<file path="src/design/keypad_four_function_calculator_assert.svh">
// ----------------------------------------------------------------------------
// Calculator assertion macros
// Concurrent checks on the clock, with reset as the disable condition.
// Define NO_ASSERTIONS to compile every check away.
// ----------------------------------------------------------------------------
`ifndef KEYPAD_FOUR_FUNCTION_CALCULATOR_ASSERT_SVH
`define KEYPAD_FOUR_FUNCTION_CALCULATOR_ASSERT_SVH

`ifndef NO_ASSERTIONS

// Consequent must hold in the same cycle as the antecedent
`define KFC_ASSERT_IMPLY(lbl, clk, rst_n, ante, cons) \
    lbl: assert property (@(posedge clk) disable iff (!rst_n) (ante) |-> (cons)) \
        else $error("kfc: same-cycle check failed");

// Consequent must hold in the cycle after the antecedent
`define KFC_ASSERT_NEXT(lbl, clk, rst_n, ante, cons) \
    lbl: assert property (@(posedge clk) disable iff (!rst_n) (ante) |=> (cons)) \
        else $error("kfc: next-cycle check failed");

`else

`define KFC_ASSERT_IMPLY(lbl, clk, rst_n, ante, cons)
`define KFC_ASSERT_NEXT(lbl, clk, rst_n, ante, cons)

`endif

`endif

</file>
<file path="src/design/kfc_pkg.sv">
// ----------------------------------------------------------------------------
// Calculator package
// Key codes, operation codes, defaults and the arithmetic unit request word.
// ----------------------------------------------------------------------------
package kfc_pkg;

    // Default arithmetic width
    localparam int unsigned VALUE_WIDTH_DEF = 32;

    // Fixed field widths
    localparam int unsigned KEY_W     = 4;
    localparam int unsigned DIGITS_W  = 4;
    localparam int unsigned OP_W      = 3;
    localparam int unsigned DISPLAY_W = 32;

    // Digit limit after reset
    localparam logic [DIGITS_W-1:0] MAX_DIGITS_RST = 4'd15;

    // Key codes
    localparam logic [KEY_W-1:0] KEY_DIGIT_0 = 4'd0;
    localparam logic [KEY_W-1:0] KEY_DIGIT_9 = 4'd9;
    localparam logic [KEY_W-1:0] KEY_CLEAR   = 4'd10;
    localparam logic [KEY_W-1:0] KEY_ADD     = 4'd11;
    localparam logic [KEY_W-1:0] KEY_SUB     = 4'd12;
    localparam logic [KEY_W-1:0] KEY_MUL     = 4'd13;
    localparam logic [KEY_W-1:0] KEY_DIV     = 4'd14;
    localparam logic [KEY_W-1:0] KEY_EQUALS  = 4'd15;

    // Pending operation codes
    typedef logic [OP_W-1:0] t_op;
    localparam t_op OP_NONE = 3'd0;
    localparam t_op OP_ADD  = 3'd1;
    localparam t_op OP_SUB  = 3'd2;
    localparam t_op OP_MUL  = 3'd3;
    localparam t_op OP_DIV  = 3'd4;

    // Request from the key sequencer to the arithmetic unit
    typedef struct packed {
        logic start;
        t_op  op;
    } t_alu_req;

endpackage

</file>
<file path="src/design/kfc_alu.sv">
// ----------------------------------------------------------------------------
// Calculator arithmetic unit
// Sequenced arithmetic, step by step: add and subtract in one step,
// shift-add multiply and restoring divide at one bit per step. Division
// works on magnitudes, truncates toward zero, and a zero divisor gives 0.
// ----------------------------------------------------------------------------
`include "keypad_four_function_calculator_assert.svh"

module kfc_alu #(
    parameter int unsigned WIDTH = kfc_pkg::VALUE_WIDTH_DEF
) (
    input  logic                i_clk,
    input  logic                i_rst_n,
    input  kfc_pkg::t_alu_req   i_req,
    input  logic [WIDTH-1:0]    i_a,
    input  logic [WIDTH-1:0]    i_b,
    output logic                o_done,
    output logic [WIDTH-1:0]    o_result
);
    import kfc_pkg::*;

    localparam int unsigned CNT_W = $clog2(WIDTH);
    localparam logic [CNT_W-1:0] CNT_LAST = CNT_W'(WIDTH - 1);

    // Sequencer states
    localparam logic [2:0] A_IDLE = 3'd0;
    localparam logic [2:0] A_ABS  = 3'd1;
    localparam logic [2:0] A_LOOP = 3'd2;
    localparam logic [2:0] A_SIGN = 3'd3;
    localparam logic [2:0] A_DONE = 3'd4;

    logic [2:0]       r_state, n_state;
    t_op              r_op, n_op;
    logic [WIDTH-1:0] r_a, n_a;      // multiplicand / dividend, then quotient
    logic [WIDTH-1:0] r_b, n_b;      // multiplier / divisor
    logic [WIDTH-1:0] r_acc, n_acc;  // product / remainder / result
    logic [CNT_W-1:0] r_cnt, n_cnt;
    logic             r_neg, n_neg;
    logic             r_zero, n_zero;

    logic [WIDTH:0]   w_trial;

    // Restoring divide trial subtraction
    assign w_trial = {r_acc, r_a[WIDTH-1]} - {1'b0, r_b};

    // Step sequencer
    always_comb begin
        n_state = r_state;
        n_op    = r_op;
        n_a     = r_a;
        n_b     = r_b;
        n_acc   = r_acc;
        n_cnt   = r_cnt;
        n_neg   = r_neg;
        n_zero  = r_zero;

        unique case (r_state)
            A_IDLE: begin
                if (i_req.start) begin
                    n_op    = i_req.op;
                    n_a     = i_a;
                    n_b     = i_b;
                    n_acc   = '0;
                    n_cnt   = '0;
                    n_neg   = i_a[WIDTH-1] ^ i_b[WIDTH-1];
                    n_zero  = (i_b == '0);
                    n_state = (i_req.op == OP_DIV) ? A_ABS : A_LOOP;
                end
            end
            A_ABS: begin
                n_a     = r_a[WIDTH-1] ? (WIDTH'(0) - r_a) : r_a;
                n_b     = r_b[WIDTH-1] ? (WIDTH'(0) - r_b) : r_b;
                n_state = A_LOOP;
            end
            A_LOOP: begin
                unique case (r_op)
                    OP_ADD: begin
                        n_acc   = r_a + r_b;
                        n_state = A_DONE;
                    end
                    OP_SUB: begin
                        n_acc   = r_a - r_b;
                        n_state = A_DONE;
                    end
                    OP_MUL: begin
                        if (r_b[0]) begin
                            n_acc = r_acc + r_a;
                        end
                        n_a     = {r_a[WIDTH-2:0], 1'b0};
                        n_b     = {1'b0, r_b[WIDTH-1:1]};
                        n_cnt   = r_cnt + 1'b1;
                        n_state = (r_cnt == CNT_LAST) ? A_DONE : A_LOOP;
                    end
                    OP_DIV: begin
                        if (!w_trial[WIDTH]) begin
                            n_acc = w_trial[WIDTH-1:0];
                        end else begin
                            n_acc = {r_acc[WIDTH-2:0], r_a[WIDTH-1]};
                        end
                        n_a     = {r_a[WIDTH-2:0], ~w_trial[WIDTH]};
                        n_cnt   = r_cnt + 1'b1;
                        n_state = (r_cnt == CNT_LAST) ? A_SIGN : A_LOOP;
                    end
                    default: begin
                        n_acc   = '0;
                        n_state = A_DONE;
                    end
                endcase
            end
            A_SIGN: begin
                if (r_zero) begin
                    n_acc = '0;
                end else if (r_neg) begin
                    n_acc = WIDTH'(0) - r_a;
                end else begin
                    n_acc = r_a;
                end
                n_state = A_DONE;
            end
            A_DONE: begin
                n_state = A_IDLE;
            end
            default: begin
                n_state = A_IDLE;
            end
        endcase
    end

    // Control registers
    always_ff @(posedge i_clk) begin
        if (!i_rst_n) begin
            r_state <= A_IDLE;
        end else begin
            r_state <= n_state;
        end
    end

    // Datapath registers
    always_ff @(posedge i_clk) begin
        r_op   <= n_op;
        r_a    <= n_a;
        r_b    <= n_b;
        r_acc  <= n_acc;
        r_cnt  <= n_cnt;
        r_neg  <= n_neg;
        r_zero <= n_zero;
    end

    assign o_done   = (r_state == A_DONE);
    assign o_result = r_acc;

    // Checks
    `KFC_ASSERT_IMPLY(a_start_when_idle, i_clk, i_rst_n, i_req.start, r_state == A_IDLE)
    `KFC_ASSERT_NEXT(a_done_then_idle, i_clk, i_rst_n, o_done, r_state == A_IDLE)
    `KFC_ASSERT_IMPLY(a_sign_only_div, i_clk, i_rst_n, r_state == A_SIGN, r_op == OP_DIV)

endmodule

</file>
<file path="src/design/keypad_four_function_calculator.sv">
// ----------------------------------------------------------------------------
// Keypad four-function calculator
// Takes one key word at a time and answers with one display word per key.
// ----------------------------------------------------------------------------
// When a key is accepted, the sequencer goes to its show state, which loads
// the display word into the output register; this holds for digit, clear and
// operator keys and for equals with nothing pending. Equals with a pending
// operation first runs through the shared arithmetic unit: add and subtract
// take one step, multiply and divide run the one-bit-per-cycle shift-add and
// restoring divide loops, and divide adds a magnitude step before and a sign
// step after its loop. The key channel is not ready while a key is being
// worked on; it reopens as the display word moves into the output register.
// If the previous display word is still waiting for the consumer, the new
// word is held back and the key channel stays closed until the consumer
// takes it. The max_digits register may be written at any time and holds 15
// after reset; clear leaves it untouched.
// ----------------------------------------------------------------------------
`include "keypad_four_function_calculator_assert.svh"

module keypad_four_function_calculator #(
    parameter int unsigned VALUE_WIDTH = kfc_pkg::VALUE_WIDTH_DEF
) (
    input  logic                                   i_clk,
    input  logic                                   i_rst_n,
    // Key channel
    input  logic                                   i_valid,
    output logic                                   o_ready,
    input  logic [kfc_pkg::KEY_W-1:0]              i_key,
    // Display channel
    output logic                                   o_valid,
    input  logic                                   i_ready,
    output logic signed [kfc_pkg::DISPLAY_W-1:0]   o_display_value,
    output logic [kfc_pkg::DIGITS_W-1:0]           o_entry_digits,
    output logic [kfc_pkg::OP_W-1:0]               o_pending_op,
    // Configuration channel
    input  logic                                   i_cfg_valid,
    output logic                                   o_cfg_ready,
    input  logic [kfc_pkg::DIGITS_W-1:0]           i_cfg_data
);
    import kfc_pkg::*;

    // Sequencer states
    localparam logic [1:0] S_IDLE = 2'd0;
    localparam logic [1:0] S_CALC = 2'd1;
    localparam logic [1:0] S_SHOW = 2'd2;

    logic [1:0]             r_state, n_state;
    logic [VALUE_WIDTH-1:0] r_entry, n_entry;
    logic [DIGITS_W-1:0]    r_count, n_count;
    logic [VALUE_WIDTH-1:0] r_first, n_first;
    t_op                    r_operation, n_operation;
    logic                   r_fresh, n_fresh;
    logic [DIGITS_W-1:0]    r_max_digits;

    logic                   r_out_valid, n_out_valid;
    logic [DISPLAY_W-1:0]   r_display, n_display;
    logic [DIGITS_W-1:0]    r_digits_out, n_digits_out;
    t_op                    r_op_out, n_op_out;

    t_alu_req               w_alu_req;
    logic                   w_alu_done;
    logic [VALUE_WIDTH-1:0] w_alu_result;
    logic [VALUE_WIDTH-1:0] w_base_val;
    logic [DIGITS_W-1:0]    w_base_cnt;
    logic                   w_accept;

    assign o_ready     = (r_state == S_IDLE);
    assign w_accept    = i_valid & o_ready;
    assign o_cfg_ready = 1'b1;

    // Entry a digit builds on: a fresh entry starts from zero
    assign w_base_val = r_fresh ? '0 : r_entry;
    assign w_base_cnt = r_fresh ? '0 : r_count;

    // Key sequencer
    always_comb begin
        n_state      = r_state;
        n_entry      = r_entry;
        n_count      = r_count;
        n_first      = r_first;
        n_operation  = r_operation;
        n_fresh      = r_fresh;
        n_out_valid  = r_out_valid & ~i_ready;
        n_display    = r_display;
        n_digits_out = r_digits_out;
        n_op_out     = r_op_out;
        w_alu_req.start = 1'b0;
        w_alu_req.op    = r_operation;

        unique case (r_state)
            S_IDLE: begin
                if (i_valid) begin
                    n_state = S_SHOW;
                    case (i_key) inside
                        [KEY_DIGIT_0:KEY_DIGIT_9]: begin
                            n_fresh = 1'b0;
                            if (w_base_cnt < r_max_digits) begin
                                // times ten as two shifts
                                n_entry = (w_base_val << 3) + (w_base_val << 1)
                                        + VALUE_WIDTH'(i_key);
                                n_count = w_base_cnt + 1'b1;
                            end else begin
                                n_entry = w_base_val;
                                n_count = w_base_cnt;
                            end
                        end
                        KEY_CLEAR: begin
                            n_entry     = '0;
                            n_count     = '0;
                            n_first     = '0;
                            n_operation = OP_NONE;
                            n_fresh     = 1'b1;
                        end
                        KEY_ADD, KEY_SUB, KEY_MUL, KEY_DIV: begin
                            n_first = r_entry;
                            n_fresh = 1'b1;
                            unique case (i_key)
                                KEY_ADD: n_operation = OP_ADD;
                                KEY_SUB: n_operation = OP_SUB;
                                KEY_MUL: n_operation = OP_MUL;
                                default: n_operation = OP_DIV;
                            endcase
                        end
                        default: begin
                            // equals: ignored with nothing pending
                            if (r_operation != OP_NONE) begin
                                w_alu_req.start = 1'b1;
                                n_state         = S_CALC;
                            end
                        end
                    endcase
                end
            end
            S_CALC: begin
                if (w_alu_done) begin
                    n_entry     = w_alu_result;
                    n_count     = '0;
                    n_operation = OP_NONE;
                    n_fresh     = 1'b1;
                    n_state     = S_SHOW;
                end
            end
            S_SHOW: begin
                // load the display word once the output register is free
                if (!r_out_valid || i_ready) begin
                    n_out_valid  = 1'b1;
                    n_display    = DISPLAY_W'(r_entry);
                    n_digits_out = r_count;
                    n_op_out     = r_operation;
                    n_state      = S_IDLE;
                end
            end
            default: begin
                n_state = S_IDLE;
            end
        endcase
    end

    // Shared arithmetic unit
    kfc_alu #(
        .WIDTH (VALUE_WIDTH)
    ) u_alu (
        .i_clk    (i_clk),
        .i_rst_n  (i_rst_n),
        .i_req    (w_alu_req),
        .i_a      (r_first),
        .i_b      (r_entry),
        .o_done   (w_alu_done),
        .o_result (w_alu_result)
    );

    // Control and calculator state
    always_ff @(posedge i_clk) begin
        if (!i_rst_n) begin
            r_state      <= S_IDLE;
            r_entry      <= '0;
            r_count      <= '0;
            r_first      <= '0;
            r_operation  <= OP_NONE;
            r_fresh      <= 1'b1;
            r_max_digits <= MAX_DIGITS_RST;
            r_out_valid  <= 1'b0;
        end else begin
            r_state     <= n_state;
            r_entry     <= n_entry;
            r_count     <= n_count;
            r_first     <= n_first;
            r_operation <= n_operation;
            r_fresh     <= n_fresh;
            r_out_valid <= n_out_valid;
            if (i_cfg_valid) begin
                r_max_digits <= i_cfg_data;
            end
        end
    end

    // Output word
    always_ff @(posedge i_clk) begin
        r_display    <= n_display;
        r_digits_out <= n_digits_out;
        r_op_out     <= n_op_out;
    end

    assign o_valid         = r_out_valid;
    assign o_display_value = $signed(r_display);
    assign o_entry_digits  = r_digits_out;
    assign o_pending_op    = r_op_out;

    // Checks
    `KFC_ASSERT_NEXT(a_busy_after_key, i_clk, i_rst_n, w_accept, !o_ready)
    `KFC_ASSERT_IMPLY(a_calc_has_op, i_clk, i_rst_n, r_state == S_CALC, r_operation != OP_NONE)
    `KFC_ASSERT_IMPLY(a_done_in_calc, i_clk, i_rst_n, w_alu_done, r_state == S_CALC)

endmodule
</file>
<file path="config.mk">
export PLATFORM = sky130hd
export DESIGN_NAME = keypad_four_function_calculator
export DESIGN_NICKNAME = d
export VERILOG_FILES = /design/src/design/kfc_pkg.sv /design/src/design/kfc_alu.sv /design/src/design/keypad_four_function_calculator.sv
export VERILOG_INCLUDE_DIRS = /design/src /design/src/design
export SDC_FILE = /design/constraint.sdc
export NUM_CORES = 1
export LEC_CHECK = 0
export ABC_AREA = 1
export BUFFER_PORTS_ARGS = -buffer_cell sky130_fd_sc_hd__buf_2
export CORE_MARGIN = 1.5
export CORE_UTILIZATION = 50
export CTS_BUF_LIST = sky130_fd_sc_hd__clkbuf_16
export DETAILED_ROUTE_END_ITERATION = 16
export GPL_ROUTABILITY_DRIVEN = 0
export PLACE_DENSITY = 0.66
export SLEW_MARGIN = 20
export SYNTH_ARGS = -nofsm -noshare
export SYNTH_HDL_FRONTEND = slang
export SYNTH_SLANG_ARGS = --single-unit
</file>
<file path="constraint.sdc">
create_clock -name i_clk -period 11.42 [get_ports i_clk]
set_input_delay 0 -clock i_clk [delete_from_list [all_inputs] [get_ports i_clk]]
set_output_delay 0 -clock i_clk [all_outputs]
set_load 0.005 [all_outputs]
</file>
==> impl_metrics.yaml, run 1 <==
outcome:
  run_status: "completed"
clocking:
  cts_tree: "done"
  cts_setup_buffers: 0
  cts_buffer_depth: 3
  cts_htree_levels: 1
  root_buffer: "clkbuf_16"
  ctsHoldBuffers: 19
  numCtsBuffers: 26
  clkLatencyLatePin_ns: 0.56
  cts_sinks: 227
  clk_pin_slew_worst_paths_ns: 0.07
  cts-resized-gates: 0
floorplan:
  die_h_um: 202
  die_w_um: 202
  rows: 72
  io_pins: 55
  start_util: 0.511
  coreArea_um2: 38900
  die_area_um2: 41000
timing:
  finalCritPeriodShare: 0.442
  skew_ns: 0.0218
  post-route-min-period_ns: 5.04
  setup_violations: 0
  slew_headroom: 0.301
  max_freq_mhz: 198
  finalHoldViolations: 0
  rsz0062_at_grt: "no"
  slew_viol_final: 0
  worstMarginPinSlew_ns: 1.05
  setup_tns_ns: 0
placed_design:
  port_buffers: 53
  dpl_cell_area_um2: 20600
  dp_hpwl_mm: 58.7
  dp_cells: 3455
worst_setup_path:
  cpMostUsedCell: "nand2_1"
  r2r_cells: 15
  critPathLaunchType: "register"
  r2r_end: "u_alu.o_result[17]$_DFFE_PP_"
  worstSetupPathType: "reg -> reg"
  critical_path.slowest_cell: "clkinv_1"
  end_kind: "register"
  r2r_start: "u_alu.r_op[2]$_DFFE_PP_"
  cp_num_buf_inv: 2
  arrival_ns: 5.34
  reg2reg_setup_slack_ns: 6.38
  cpLargestDelayFamily: "simple AND/OR/NAND/NOR gates"
  cp.required_ns: 11.72
  critPathMaxStageDelay_ns: 0.74
  path_max_fanout: 30
  crit_chain: "or2_2 -> nor2_1 -> clkinv_1 -> o21ai_0 -> inv_1 -> ha_1 -> a21oi_1 -> o21ai_0 -> a21oi_1 -> nand3_1 -> or2_2 -> nand3_1 -> nand2_1 -> nand2_1 -> nand2_1"
logic_synthesis:
  syn_nets: 3112
  syn_area_per_cell_um2: 6.73
  ys_top_cells_by_area: "edfxtp_1 (22%), nand2_1 (15%), ha_1 (8.8%), dfxtp_1 (8.3%), inv_1 (7.4%)"
  synth_seq_cells: 227
  synth-edff-count: 145
  yosysTopAreaCellShare: 0.219
  yosysTopAreaCell: "edfxtp_1"
  netlist_area_um2: 19900
  synth_seq_area_share: 0.302
  ys.flop_type: "edfxtp_1"
  synthArstFlopShare: 0
  syn_inst: 2955
  yosysUniqueCellTypes: 55
  yosys_warnings: 0
pwr:
  power_density_nw_per_um2: 129
  p_leak_nw: 10.1
  clkPwrFrac: 0.285
  power.total_w: 0.00278
  p_switching_w: 0.00110
  p_int_w: 0.00168
  comb_power_share: 0.321
  pwr-share-seq: 0.394
  ir_worst_vdd_uv: 102
  swShare: 0.395
grt:
  grt_pass1_wl_mm: 113
  grt_overflow_total: 0
  grt_pass1_vias: 19400
  grt_max_degree: 64
  grt_usage: 0.358
  antenna_found_initial: 2
hold_path:
  min_from: "i_key[2]"
  min_to: "r_entry[2]$_SDFFE_PN0P_"
  hp-class: "in -> reg"
  worstHoldPathCells: 5
cells_and_area:
  drive_gt1_frac: 0.0596
  final_cell_area_um2: 21600
  mostFrequentLayoutCells: "nand2_1 (819), inv_1 (397), nor2_1 (259)"
  final_common_cell: "nand2_1"
  final.fill_count: 3831
  syn2layout_area_growth_pct: 8.57
  instances_no_fill: 3525
  final_nets: 3141
routing:
  drc: 0
  via_per_inst: 6.00
  drt-total-wl_mm: 74.6
  drtIter0Drc: 2795
  firstDrtPassIters: 7
  num_vias: 21100
  routedWlPerCell_um: 21.2
  ant_nets: 0
job:
  cap_violations: 0
flip-flops by register name (all words and copies together) (netlist names):
register and flops:
r_max_digits 4, r_operation 3, r_entry 32, u_alu.o_result 32, u_alu.r_a 32, u_alu.r_b 32, u_alu.r_zero 1, o_pending_op 3
u_alu.r_cnt 5, u_alu.r_op 3, o_valid 1, r_state 2, u_alu.r_state 3, r_count 4, r_first 32, o_entry_digits 4
u_alu.r_neg 1, r_fresh 1, o_display_value 32
logic make-up (layout without fill, tap and decap cells):
kind of cell	after synthesis	after routing	share of synthesized area
XOR/XNOR	79	79	0.0348
flip-flops	227	227	0.302
adder cells (fa/ha/maj)	144	144	0.0921
buffers and inverters	495	544	0.0956
AO/OA/AOI/OAI	526	526	0.157
AND/OR/NAND/NOR	1483	1483	0.319
other	1	4	0.000189
worst max path at each step:
stage / startpoint / endpoint / slack [ns] / depth (start not counted)
final: u_alu.r_op[2]$_DFFE_PP_ / u_alu.o_result[17]$_DFFE_PP_ / 6.38 / 15
after global routing: u_alu.r_op[2]$_DFFE_PP_ / u_alu.o_result[17]$_DFFE_PP_ / 6.23 / 17
after CTS: u_alu.r_op[2]$_DFFE_PP_ / u_alu.o_result[17]$_DFFE_PP_ / 6.62 / 15
after detailed placement: u_alu.r_op[2]$_DFFE_PP_ / u_alu.o_result[17]$_DFFE_PP_ / 6.66 / 15
after global placement: u_alu.r_op[2]$_DFFE_PP_ / u_alu.o_result[17]$_DFFE_PP_ / 6.73 / 15
after floorplan: r_state[0]$_SDFFE_PN0P_ / u_alu.r_a[0]$_DFFE_PP_ / 7.47 / 7
tightest hold or removal path: stages:
cell and delay [ns]:
buf_2 0.12, ha_1 0.14, ha_1 0.14, o21ai_0 0.09, a21oi_1 0.12
layer usage:
metal  global-route usage  wire length, um
met1                0.484            30400
met2                0.532            31100
met3               0.0679             8010
met4                0.206             5060
met5                    0               26
power groups by stage:
| stage | Sequential, W | Clock [W] | Combinational (W) |
|---|---|---|---|
| global route | 0.00110 | 0.000830 | 0.000982 |
| global placement | 0.00111 | 0 | 0.000841 |
| floorplan | 0.00104 | 0 | 0.000615 |
| finish | 0.00110 | 0.000793 | 0.000894 |
| detailed placement | 0.00110 | 0 | 0.000855 |
| CTS | 0.00109 | 0.000793 | 0.000865 |
synthesized netlist by cell type, types with 17 or more instances:
library cell	number
nor3_1	40
dfxtp_1	82
ha_1	140
a22oi_1	17
nand3b_1	17
nand4_1	32
a21oi_1	230
nand3_1	243
inv_1	390
nand2_1	820
nor2_1	261
xnor2_1	23
o221ai_1	52
o211ai_1	42
edfxtp_1	145
xor2_1	56
o21ai_0	126
clkbuf_1	61
final cells by class:
| cell class | instances | area, um^2 | area share |
|---|---|---|---|
| Sequential cell | 227 | 6000 | 0.278 |
| Inverter | 407 | 1530 | 0.0708 |
| Multi-Input combinational cell | 2233 | 12000 | 0.557 |
| Timing Repair Buffer | 89 | 607 | 0.0281 |
| Clock buffer | 27 | 676 | 0.0313 |
| Tap cell | 518 | 648 | 0.0300 |
| Antenna cell | 3 | 7.51 | 0.000348 |
| Clock inverter | 21 | 106 | 0.00493 |
metrics by stage:
step,worst slack [ns],util,hold WS (ns)
2_1_floorplan,7.47,-,0.100
3_3_place_gp,6.73,0.528,0.221
3_5_place_dp,6.66,0.529,0.227
4_1_cts,6.62,0.554,0.0980
5_1_grt,6.23,0.555,0.157
6_report,6.38,0.555,0.105
Power figures use the tool's default switching activity.
==> run 2, diff against run 1 <==
Clock period 11.42 ns to 4.84 ns, I/O delays scaled along.
==> run 2 against run 1 <==
First-iteration DRC count shrank 11%. Power increased by 140%. Cell count rose by 0.17%. Critical path depth up 2. Clock power is 130% higher. Via count up 1.4%. Core utilization barely moved. Sequential power up 130%. Largest power group unchanged.
==> impl_metrics.yaml, run 2 (synthesized netlist as in run 1, its figures left out) <==
worst_setup_path:
  critPathLaunchType: "register"
  worstSetupPathType: "reg -> reg"
  cp_num_buf_inv: 4
  cp.required_ns: 5.15
  crit_chain: "or2_2 -> nor2_1 -> clkinv_1 -> buf_4 -> o221ai_1 -> inv_1 -> ha_1 -> a21oi_1 -> o21ai_0 -> a31oi_1 -> inv_1 -> nand2_1 -> nand4_1 -> nand3_1 -> nand2_1 -> nand2_1 -> nand2_1"
  path_max_fanout: 16
  arrival_ns: 4.74
  critPathMaxStageDelay_ns: 0.48
  cpMostUsedCell: "nand2_1"
  end_kind: "register"
  cpLargestDelayFamily: "simple AND/OR/NAND/NOR gates"
  critical_path.slowest_cell: "edfxtp_1"
timing:
  finalCritPeriodShare: 0.916
  skew_ns: 0.0143
  max_freq_mhz: 226
  slew_viol_final: 0
  setup_violations: 0
  slew_headroom: 0.291
  finalHoldViolations: 0
  rsz0062_at_grt: "no"
  post-route-min-period_ns: 4.43
  setup_tns_ns: 0
  setup_ws_ns: 0.408
  worstMarginPinSlew_ns: 1.06
floorplan:
  die_h_um: 202
  die_area_um2: 41000
  io_pins: 55
  rows: 72
  start_util: 0.511
  die_w_um: 202
  coreArea_um2: 38900
cells_and_area:
  final_cell_area_um2: 21600
  multi_input_area_um2: 12000
  final_nets: 3147
  mostFrequentLayoutCells: "nand2_1 (820), inv_1 (400), nor2_1 (259)"
  final_common_cell: "nand2_1"
  register_area_um2: 6000
  final.fill_count: 3869
  syn2layout_area_growth_pct: 8.65
  instances_no_fill: 3531
  drive_gt1_frac: 0.0595
routing:
  drtIter0Drc: 2491
  ant_nets: 0
  drc: 0
  via_per_inst: 6.07
  num_vias: 21400
  routedWlPerCell_um: 21.5
  drt-total-wl_mm: 75.8
  firstDrtPassIters: 6
clocking:
  cts_buffer_depth: 3
  cts_tree: "done"
  numCtsBuffers: 26
  cts-resized-gates: 0
  cts_sinks: 227
  cts_htree_levels: 1
  root_buffer: "clkbuf_16"
  clk_pin_slew_worst_paths_ns: 0.06
  clkLatencyLatePin_ns: 0.57
pwr:
  comb_power_share: 0.325
  power_density_nw_per_um2: 303
  swShare: 0.397
  p_leak_nw: 10.1
  pwr-share-seq: 0.395
  ir_worst_vdd_uv: 313
  p_switching_w: 0.00260
  power.total_w: 0.00654
  clkPwrFrac: 0.280
  p_int_w: 0.00395
placed_design:
  dpl_cell_area_um2: 20600
  port_buffers: 53
  dp_hpwl_mm: 59.7
  dp_cells: 3460
  place_ws_ns: 0.585
grt:
  grt_max_degree: 64
  grt_usage: 0.363
  grt_pass1_wl_mm: 115
  grt_overflow_total: 0
  grt_pass1_vias: 19900
  antenna_found_initial: 2
hold_path:
  hp-class: "in -> reg"
job:
  cap_violations: 0
outcome:
  run_status: "completed"
## run 2: changes by cell type in the layout (fill, tap and decap cells not counted), moves of 2 or more
cell	change
buf_4	+7
inv_4	-2
clkinv_2	-2
inv_1	+3
## run 2: timing repair
action	CTS	global route
hold endpoints to repair	43	0
setup buffers	0	0
hold buffers	20	0
## run 2: stage by stage
stage | hold slack, ns | utilization
after floorplan | 0.100 | -
after global placement | 0.220 | 0.530
after detailed placement | 0.223 | 0.530
after CTS | 0.0736 | 0.555
after global routing | 0.116 | 0.555
final | 0.0936 | 0.555
## run 2: routing by layer
layer	track usage	up-vias	part of all wire
met1	0.487	9944	0.41
met5	0	-	0
met3	0.0750	273	0.11
met4	0.201	0	0.064
met2	0.545	1279	0.42
li1	-	9939	-
## run 2: path summary, 6_finish.rpt
kind	cells after the start	from	slack (ns)	endpoint
worst min register to register	2	r_first[18]$_SDFFE_PN0P_	0.46	r_first[18]$_SDFFE_PN0P_
worst max register to register	17	u_alu.r_op[2]$_DFFE_PP_	0.41	u_alu.o_result[24]$_DFFE_PP_
worst min-delay path	5	i_key[2]	0.09	r_entry[2]$_SDFFE_PN0P_
worst max-delay path	17	u_alu.r_op[2]$_DFFE_PP_	0.41	u_alu.o_result[24]$_DFFE_PP_
## run 2: power groups by stage
| stage | registers [W] | logic (W) | clock network, W |
|---|---|---|---|
| floorplan | 0.00246 | 0.00145 | 0 |
| global placement | 0.00260 | 0.00200 | 0 |
| detailed placement | 0.00260 | 0.00203 | 0 |
| CTS | 0.00257 | 0.00205 | 0.00185 |
| global route | 0.00258 | 0.00233 | 0.00191 |
| finish | 0.00258 | 0.00213 | 0.00183 |
## run 2: worst min-delay path, stage by stage
cell and delay (ns):
buf_2 0.12, ha_1 0.14, ha_1 0.13, o21ai_0 0.11
a21oi_1 0.13
## run 2: layout make-up
cell class                 count  share of cell area
multi-input combinational   2233               0.556
sequential                   227               0.278
inverter                     407              0.0707
clock buffer                  26              0.0301
tap                          518              0.0300
timing repair buffer          95              0.0292
clock inverter                22             0.00562
antenna                        3            0.000347
